===== config.mk =====
export PLATFORM = sky130hd
export DESIGN_NAME = accm_front
export DESIGN_NICKNAME = d
export VERILOG_FILES = /design/src/sv/accm_pkg.sv /design/src/sv/accm_front.sv
export SDC_FILE = /design/constraint.sdc
export NUM_CORES = 1
export LEC_CHECK = 0
export BUFFER_PORTS_ARGS = -buffer_cell sky130_fd_sc_hd__buf_2
export CAP_MARGIN = 25
export CORE_ASPECT_RATIO = 1.2
export CORE_UTILIZATION = 40
export DETAILED_ROUTE_END_ITERATION = 12
export SLEW_MARGIN = 40
export SYNTH_ARGS = -nofsm -noshare
export SYNTH_HDL_FRONTEND = slang
export SYNTH_SLANG_ARGS = --single-unit

===== constraint.sdc =====
create_clock -name clock -period 1.9 [get_ports clock]
set_clock_uncertainty 0.1 [all_clocks]
set_input_delay 0.38 -clock clock [delete_from_list [all_inputs] [get_ports clock]]
set_output_delay 0.38 -clock clock [all_outputs]
set_load 0.02 [all_outputs]

===== src/sv/accm_pkg.sv =====
// Shared types and constants of the accumulator machine execute core.
// Holds the opcode and status codes, the queued instruction record and the
// reset image of the low data memory words. Depends on nothing.
package accm_pkg;

   localparam int AddrWidth = 8;
   localparam int DataWidth = 32;

   typedef enum logic [3:0] {
      OP_ADD = 4'd0,
      OP_SUB = 4'd1,
      OP_MUL = 4'd2,
      OP_DIV = 4'd3,
      OP_AND = 4'd4,
      OP_NOT = 4'd5,
      OP_OR  = 4'd6,
      OP_LD  = 4'd7,
      OP_ST  = 4'd8
   } op_type;

   typedef enum logic [1:0] {
      ST_OK     = 2'd0,
      ST_DIV0   = 2'd1,
      ST_BADOP  = 2'd2,
      ST_HALTED = 2'd3
   } status_type;

   typedef struct packed {
      op_type                 op;
      logic                   bad;
      logic [AddrWidth-1:0]   address;
   } instr_type;

   function automatic logic [DataWidth-1:0] init_word(input logic [1:0] sel);
      logic [DataWidth-1:0] word;
      case (sel)
         2'd0: word = DataWidth'(10);
         2'd1: word = DataWidth'(20);
         2'd2: word = DataWidth'(5);
         2'd3: word = DataWidth'(2);
         default: word = '0;
      endcase
      return word;
   endfunction

endpackage


===== src/sv/accm_front.sv =====
// Front end of the accumulator machine: accepts instruction transactions,
// flags unknown opcodes and queues them for the back end. Depends on accm_pkg.
module accm_front
   import accm_pkg::*;
(
   input  logic                 clock,
   input  logic                 reset,
   input  logic                 req_valid,
   output logic                 req_stall,
   input  logic [3:0]           req_mode,
   input  logic [AddrWidth-1:0] req_address,
   input  logic                 hold,
   input  logic                 pop,
   output instr_type            head,
   output logic                 head_valid
);

   instr_type  entry_ff [2];
   instr_type  entry_in;
   logic [1:0] count_ff, count_in;
   logic       wr_ptr_ff, wr_ptr_in;
   logic       rd_ptr_ff, rd_ptr_in;
   logic       push;

   assign req_stall = hold || (count_ff == 2'd2);
   assign push      = req_valid && !req_stall;

   always_comb begin
      entry_in.op      = op_type'(req_mode);
      entry_in.bad     = req_mode > OP_ST;
      entry_in.address = req_address;
      wr_ptr_in = push ? !wr_ptr_ff : wr_ptr_ff;
      rd_ptr_in = pop ? !rd_ptr_ff : rd_ptr_ff;
      count_in  = count_ff + {1'b0, push} - {1'b0, pop};
   end

   always_ff @(posedge clock) begin
      if (reset) begin
         count_ff  <= '0;
         wr_ptr_ff <= 1'b0;
         rd_ptr_ff <= 1'b0;
      end else begin
         count_ff  <= count_in;
         wr_ptr_ff <= wr_ptr_in;
         rd_ptr_ff <= rd_ptr_in;
      end
      if (push) begin
         entry_ff[wr_ptr_ff] <= entry_in;
      end
   end

   assign head       = entry_ff[rd_ptr_ff];
   assign head_valid = count_ff != 2'd0;

endmodule


### Yosys cells after proc, flatten, opt, wreduce, memory -nomap -nowiden

Memory sizes are Yosys's and may differ from the RTL's. A register that Yosys moved wholly into a read port is not among the register bits.
Cells that the tools add are included.

| operators by class | value |
|---|---|
| reduce and logical (&&, ||, !) cells | 6 |
| eq/ne operators | 1 |
| magnitude comparators | 1 |
| add/subtract/negate cells | 2 |
| muxes and demuxes | 4 |

Operators by type and width:

| operator | number |
|---|---|
| greater-than comparator 4 bit, second input constant | 1 |
| 2-to-1 mux 1 bit | 4 |
| zero test 1 bit | 3 |
| adder 2 x 1 -> 2 bit | 1 |
| == test 2 bit, second input constant | 1 |
| nonzero test 2 bit | 1 |
| subtractor 2 x 1 -> 2 bit | 1 |
| logical AND 1 bit | 1 |
| logical OR 1 bit | 1 |

| word-level totals | value |
|---|---|
| RAM bits | 26 |
| output and inout bits | 15 |
| logic and storage cells | 18 |
| memories | 1 |
| register bits | 4 |
| input port bits | 17 |

Memory list:

| memory | depth | width | rd ports | clocked after Yosys merged registers in | wr ports | RTL line | RTL |
|---|---|---|---|---|---|---|---|
| entry_ff | 2 | 13 | 1 | 1 | 1 | accm_front.sv:18 | `instr_type entry_ff [2];` |

### Depth between registers and ports, before layout

Gate-level depths: netlist of the first run.

| depth | value |
|---|---|
| depth in word-level cells | 6 |
| mapped depth | 8 |

### Worst setup path before layout of the first run

OpenSTA, ideal clock, no wires.

| timing | value |
|---|---|
| path kind | reg2reg |
| start point | register count_ff[0] |
| end point | memory entry_ff[1][0] in the netlist's numbering (enable) |
| buffers on the path | 0 |
| stages on the path, launching flop included | 4 |
| period minus slack after synthesis | 1.618 ns |
| slack | 0.282 ns |
| arrival | 1.136 ns |
| data required time | 1.418 ns |
| setup time | 0.382 ns |
| cell sequence | dfxtp_1 nand2b_2 nand3b_4 nor2_1 |

| between the ends | value |
|---|---|
| cells in the longest elaborated chain, start to end | 6 |

Ends and longest elaborated chain:

| what | RTL line | RTL |
|---|---|---|
| start, declared | accm_front.sv:20 | `logic [1:0] count_ff, count_in;` |
| start signal, assigned | accm_front.sv:43 | `count_ff <= count_in;` |
| == test 2 bit | accm_front.sv:25 | `assign req_stall = hold \|\| (count_ff == 2'd2);` |
| logical OR 1 bit | accm_front.sv:25 |  |
| zero test 1 bit | accm_front.sv:26 | `assign push = req_valid && !req_stall;` |
| logical AND 1 bit | accm_front.sv:26 |  |
| 2-to-1 mux 1 bit | accm_front.sv:47 | `if (push) begin` |
| 2-to-1 mux 1 bit (not written as such) | accm_front.sv:48 | `entry_ff[wr_ptr_ff] <= entry_in;` |
| end, declared | accm_front.sv:18 |  |

No other way between the ends.

==> results of run 1 <==
## repair_timing
action | CTS | global route
resized for setup | 1 | 2
hold buffers | 0 | 0
cloned | 0 | 0
setup endpoints to repair | 3 | 3
## layout make-up
type	instances	area [sq um]	share of cell area, %
flip-flops and latches	31	880.8	58.42
multi-input cells	33	336.6	22.32
repair buffers	34	190.2	12.61
clock buffers	7	45.04	2.988
well taps	34	42.54	2.822
inverters	2	7.507	0.4979
clock inverters	1	5.005	0.3319
## power by group through the flow
stage | sequential (mW) | clock (mW) | combinational, mW
final | 0.795 | 0.339 | 0.243
after global routing | 0.799 | 0.392 | 0.265
after CTS | 0.795 | 0.358 | 0.243
after detailed placement | 0.810 | 0 | 0.241
after global placement | 0.807 | 0 | 0.239
after floorplan | 0.809 | 0 | 0.169
## registers in the layout (all words and copies together) (netlist names), named ones only
name       flops
rd_ptr_ff      1
entry_ff      26
wr_ptr_ff      1
count_ff       2
## worst max-delay path: cells and delay by family, from the launching register on
kind,cells,cell delay (ns)
mux,1,0.34
flops,1,0.36
buf+inv,2,0.32
## worst max path at each step
stage          slack (ns)  cells past startpoint              to
2_1_floorplan        0.28                      3  entry_ff[1][0]
3_3_place_gp         0.20                      8     count_ff[1]
3_5_place_dp         0.16                      8     count_ff[1]
4_1_cts              0.02                      3         head[6]
5_1_grt             0.001                      3         head[6]
6_report             0.07                      3         head[6]
## metal layers
metal | track usage (%) | vias up
met5 | 0 | -
met4 | 6.908 | 0
met3 | 7.056 | 4
met2 | 18.99 | 24
met1 | 12.42 | 298
li1 | - | 329
## stage by stage
stage          cells  total power, mW  setup WS [ns]
3_3_place_gp     134            1.046         0.1978
6_report         142            1.376        0.07422
5_1_grt          142            1.456       0.001038
2_1_floorplan     67           0.9775         0.2815
4_1_cts          142            1.396        0.02424
3_5_place_dp     134            1.051         0.1556
## kinds of logic (layout without fill, tap and decap cells)
group / after synthesis / in the layout / share of synthesized area, %
multiplexers: 14 / 14 / 16.09
XOR/XNOR: 2 / 2 / 1.417
adder cells (fa/ha/maj): 2 / 2 / 2.024
flip-flops: 31 / 31 / 71.26
AO/OA/AOI/OAI: 1 / 1 / 0.7086
AND/OR/NAND/NOR: 14 / 14 / 6.985
buffers and inverters: 3 / 44 / 1.518
## placed cells by master (no fill, tap or decap), drive strengths merged
master	count
dfxtp	5
and2	1
clkbuf	7
nor2b	1
edfxtp	26
mux2	14
or2	1
ha	2
nand3b	1
o31a	1
or2b	1
nor2	7
xor2	1
inv	2
nand2b	1
clkinv	1
xnor2	1
buf	34
nor3	1
==> key figures, run 1 <==
Detailed routing
  • Detail Route Antenna Nets: 0
  • Wire length on met2: between 800 and 900 um
  • TritonRoute pass-1 iters: 4
  • WL/cell: approximately 12 um
  • Vias: 655
  • Via density: 4.613
  • Total routed wirelength: between 1500 and 2000 um
  • Max layer used: met4
  • Detailed Route Iter0 Violations: 14
  • Met1 WL: 612 um
  • DRC Markers: 0
  • WL met3: 128 um

Cells and area
  • # diodes: 0
  • Layout cells sized above 1: 52.78%
  • Nets: 126
  • Area delta synth->final: 21.96%
  • Fillers: 270
  • Finished layout cell area: 1508 sq um
  • Post-layout util: 52.64%

Critical path
  • Worst Setup Start Kind: register
  • Worst r2r src: count_ff[0]
  • Crit path DAT: about 1.4 ns
  • Critical R2R Capture: count_ff[1]
  • Critical Path RT: 1.42 ns
  • R2r setup slk: about 0.24 ns
  • Max FO, Critical Path: 13
  • Critical-path cell list: buf_12 > mux2_2 > buf_2
  • CP max stage cell: dfxtp_1
  • Delay of the slowest critical-path stage: 0.36 ns
  • Crit path kind: register to output pin
  • Reg2Reg Depth: 8
  • Crit. End Element: output pin

Die
  • I/O Pins: 32
  • Die Y: 62.90 um
  • Core area: 2864 sq um
  • Die width: 52.75 um
  • Rows: 21
  • Die area: roughly 3300 sq um
  • Initial Utilization: 43.16%

Logic synthesis
  • Yosys reg bits: 31
  • Synth Cell Area: approximately 1200 sq um
  • Mapped Nets: 86
  • Most common cell in the synthesized netlist: edfxtp_1
  • Distinct cells, synth: 18
  • Post-synth top area cell: edfxtp_1
  • Synth top area share: 63.16%
  • Share of async-settable or async-resettable flops after synthesis: 0%
  • Syn Inst Count: 67
  • EDFF count, synth: 26
  • Synth top area cells: edfxtp_1, mux2_4, dfxtp_1
  • Syn_area_per_cell: 18.45 sq um
  • List of most frequent post-synthesis cells: edfxtp_1, mux2_4, nor2_1
  • Sequential fraction of the synthesis area: 71.26%
  • Synth warn: 0
  • Ys flop type: edfxtp_1

Pwr
  • Clock power frac: 24.6%
  • Switch Pwr: 0.3338 mW
  • Gate power share: 17.6%
  • Peak VDD IR: around 0.00043 V
  • PD cells: 912.6 nW/um^2
  • Leakage: 0.6209 nW
  • Internal power: 1.042 mW
  • Seq pwr share: 57.8%
  • Sw frac: 24.26%

Worst hold path
  • Hold Crit Class: input port to register
  • Hold EP: entry_ff[0][4]
  • Hold Path Origin: req_address[4]
  • Hold path depth: 1

STA
  • RSZ-0062 raised after global routing: no
  • Fmax: between 500 and 600 MHz
  • Final Hold Viols: 0
  • Tmin final: approximately 1.8 ns
  • Setup tns final: 0 ns
  • WHS: 0.1456 ns
  • Worst Tran Pin Value: 0.1863 ns
  • Final setup viols: 0
  • Relative slew slack: 87.49%
  • Fin crit share: 96.09%
  • Fin. max-slew vios: 0

Clocking
  • CTS Root Cell: clkbuf_4
  • Clock buffer depth: 2
  • Worst skew pair latency: 0.32 ns
  • H-tree levels: 2
  • # clock sinks: 31
  • CTS tree: built
  • CTS Buf Count: 5
  • Clk pin slew, worst setup/hold paths: 0.08 ns
  • Post-CTS Setup Bufs: 0

Placement
  • RePlAce Congestion: 0.6156
  • Final HPWL DP: 1199 um
  • Area post-placement: 1445 sq um
  • PortBufs: 31

Outcome
  • Status: complete, no violations

GRT
  • Initial antenna violation count: 0
  • Number of global-route vias before repair: ~640
  • Global-route wire length before repair: between 2000 and 3000 um
  • Grt ovf: 0
  • Largest net degree at the start of global routing: 14
  • GRT Total Usage: around 12%

Job
  • Max-cap violations: 0
(Power assumes the default switching activity.)
==> run 2, diff against run 1 <==
==> constraint.sdc (replaced) <==
create_clock -name clock -period 2.1 [get_ports clock]
set_clock_uncertainty 0.1 [all_clocks]
set_input_delay 0.42 -clock clock [delete_from_list [all_inputs] [get_ports clock]]
set_output_delay 0.42 -clock clock [all_outputs]
set_load 0.02 [all_outputs]
==> key figures, run 2 (synthesized netlist as in run 1, its figures left out) <==
Pwr
  • Sw frac: 22.07% (-2.2 points)
  • Internal power: 1.060 mW (+1.7%)
  • Peak VDD IR: 0.0005862 V (+36%)
  • Gate power share: 15.8% (-1.8 points)
  • Total power: 1.360 mW (-1.1%)
  • Seq pwr share: 52.8% (-5.0 points)
  • Leakage: 0.6275 nW (+1.1%)
  • PD cells: 894.9 nW/um^2 (-1.9%)
  • Clock power frac: 31.4% (+6.8 points)
  • Switch Pwr: 0.3002 mW (-10%)

Clocking
  • CTS Root Cell: clkbuf_4
  • CTS Buf Count: 5 (unchanged)
  • Clock buffer depth: 2 (unchanged)
  • Clk pin slew, worst setup/hold paths: 0.08 ns (about the same)
  • Worst skew pair latency: 0.31 ns (about the same)
  • H-tree levels: 2 (unchanged)
  • Post-CTS Setup Bufs: 0 (unchanged)
  • Hold_buf cts: 0 (unchanged)
  • CTS resizes: 0 (-1)
  • CTS tree: built
  • # clock sinks: 31 (unchanged)

Worst hold path
  • Hold Crit Class: input port to register
  • Hold EP: entry_ff[1][3]
  • Hold path depth: 1 (unchanged)
  • Hold Path Origin: req_address[3]

Die
  • Rows: 21 (unchanged)
  • Die area: 3318 sq um (unchanged)
  • I/O Pins: 32 (unchanged)
  • Initial Utilization: 43.16% (unchanged)
  • Die Y: 62.90 um (unchanged)
  • Core area: 2864 sq um (unchanged)
  • Die width: 52.75 um (unchanged)

Placement
  • RePlAce Congestion: 0.6165 (+0.15%)
  • PortBufs: 31 (unchanged)
  • Final HPWL DP: 1165 um (-2.8%)
  • Area post-placement: 1445 sq um (unchanged)

GRT
  • Global-route wire length before repair: 2711 um (-0.51%)
  • Number of global-route vias before repair: 618 (-3.1%)
  • Initial antenna violation count: 0 (unchanged)
  • Largest net degree at the start of global routing: 14 (unchanged)
  • Grt ovf: 0 (unchanged)
  • GRT Total Usage: 12.41% (+0.19 points)

Critical path
  • Crit path kind: register to output pin
  • Crit. End Element: output pin
  • Worst Setup Start Kind: register
  • Critical Path RT: 1.58 ns (+0.16 ns)
  • CP max stage cell: mux2_2
  • Delay of the slowest critical-path stage: 0.36 ns (about the same)
  • Critical-path cell list: buf_4 > mux2_2 > buf_2
  • Max FO, Critical Path: 13 (unchanged)
  • Crit path DAT: 1.38 ns (+0.03 ns)
  • R2r setup slk: 0.45 ns (+0.21 ns)
  • Reg2Reg Depth: 8 (unchanged)
  • Bufs and invs on worst path: 2 (unchanged)
  • Crit path max-delay family: buffers and inverters
  • Critical R2R Capture: count_ff[1]
  • Worst r2r src: count_ff[0]

STA
  • Fin crit share: 90.56%
  • Final setup viols: 0 (unchanged)
  • Worst Tran Pin Value: 0.2264 ns (+0.04010 ns)
  • Final Hold Viols: 0 (unchanged)
  • Tmin final: 1.902 ns
  • Setup tns final: 0 ns (unchanged)
  • Relative slew slack: 84.91% (-2.6 points)
  • RSZ-0062 raised after global routing: no
  • Fin. max-slew vios: 0 (unchanged)
  • Fmax: 525.8 MHz

Cells and area
  • Nets: 126 (unchanged)
  • Max reg flops: 26 (unchanged)
  • # diodes: 0 (unchanged)
  • Commonest non-fill, non-tap cells in the layout: buf_2, edfxtp_1, mux2_4
  • Finished layout cell area: 1520 sq um (+0.83%)
  • Multi-input logic area: 336.6 sq um (unchanged)
  • Fillers: 265 (-1.9%)
  • Largest Register: entry_ff
  • Largest regs: entry_ff (26), count_ff (2)
  • Area delta synth->final: 22.98%
  • Most common cell after layout, fill and taps aside: buf_2
  • Register area: 880.8 sq um (unchanged)
  • Layout cells sized above 1: 52.78% (unchanged)

Detailed routing
  • Detail Route Antenna Nets: 0 (unchanged)
  • WL/cell: 11.65 um (-1.2%)
  • Vias: 651 (-0.61%)
  • TritonRoute pass-1 iters: 4 (unchanged)
  • DRC Markers: 0 (unchanged)
  • Via density: 4.585 (-0.61%)
  • Total routed wirelength: 1654 um (-1.2%)
  • Detailed Route Iter0 Violations: 19 (+5)

Job
  • Max-cap violations: 0 (unchanged)

Outcome
  • Status: complete, no violations
==> run 2: changes by cell type in the layout (fill, tap and decap cells not counted) <==
cell       before  now
clkinv_2        1    0
buf_12          1    0
buf_4           2    3
bufinv_16       0    1
==> run 2: metrics by stage <==
step | util, % | setup slack [ns] | std cells | hold WS, ns
finish | 53.08 | 0.1983 | 142 | 0.1936
global route | 53.08 | 0.1079 | 142 | 0.1584
CTS | 53.08 | 0.1556 | 142 | 0.1734
detailed placement | 50.46 | 0.3214 | 134 | 0.4015
global placement | 50.46 | 0.3603 | 134 | 0.3984
floorplan | - | 0.4525 | 67 | 0.3799
==> run 2: power by group through the flow <==
stage | clock [mW] | combinational (mW) | sequential, mW
final | 0.427 | 0.215 | 0.718
after floorplan | 0 | 0.153 | 0.732
after global placement | 0 | 0.216 | 0.731
after global routing | 0.474 | 0.237 | 0.722
after detailed placement | 0 | 0.219 | 0.732
after CTS | 0.445 | 0.220 | 0.719
==> run 2: layout make-up <==
cell class	instances	area share (%)
clock buffers	7	2.963
clock inverters	1	1.975
inverters	2	0.4938
multi-input cells	33	22.14
flip-flops and latches	31	57.94
well taps	34	2.798
repair buffers	34	11.69
==> run 2: layer usage <==
| metal | wire (um) | GRT usage (%) |
|---|---|---|
| met5 | 0 | 0 |
| met4 | 20 | 8.882 |
| met3 | 116 | 5.353 |
| met2 | 916 | 19.94 |
| met1 | 601 | 12.24 |
==> run 2: worst max-delay path by stage <==
| stage | end | cells after the start |
|---|---|---|
| detailed placement | count_ff[1] | 8 |
| finish | head[6] | 3 |
| global route | head[6] | 3 |
| floorplan | entry_ff[1][0] | 2 |
| CTS | head[6] | 3 |
| global placement | count_ff[1] | 8 |
==> run 2: worst reg2reg max path: cells and delay by family (launching register included) <==
| family | cells | cell delay (ns) |
|---|---|---|
| buffers and inverters | 1 | 0.04 |
| and+or+nand+nor | 4 | 0.51 |
| DFF | 1 | 0.34 |
| xor gates and xnor gates | 1 | 0.15 |
| adders and majority gates | 2 | 0.45 |
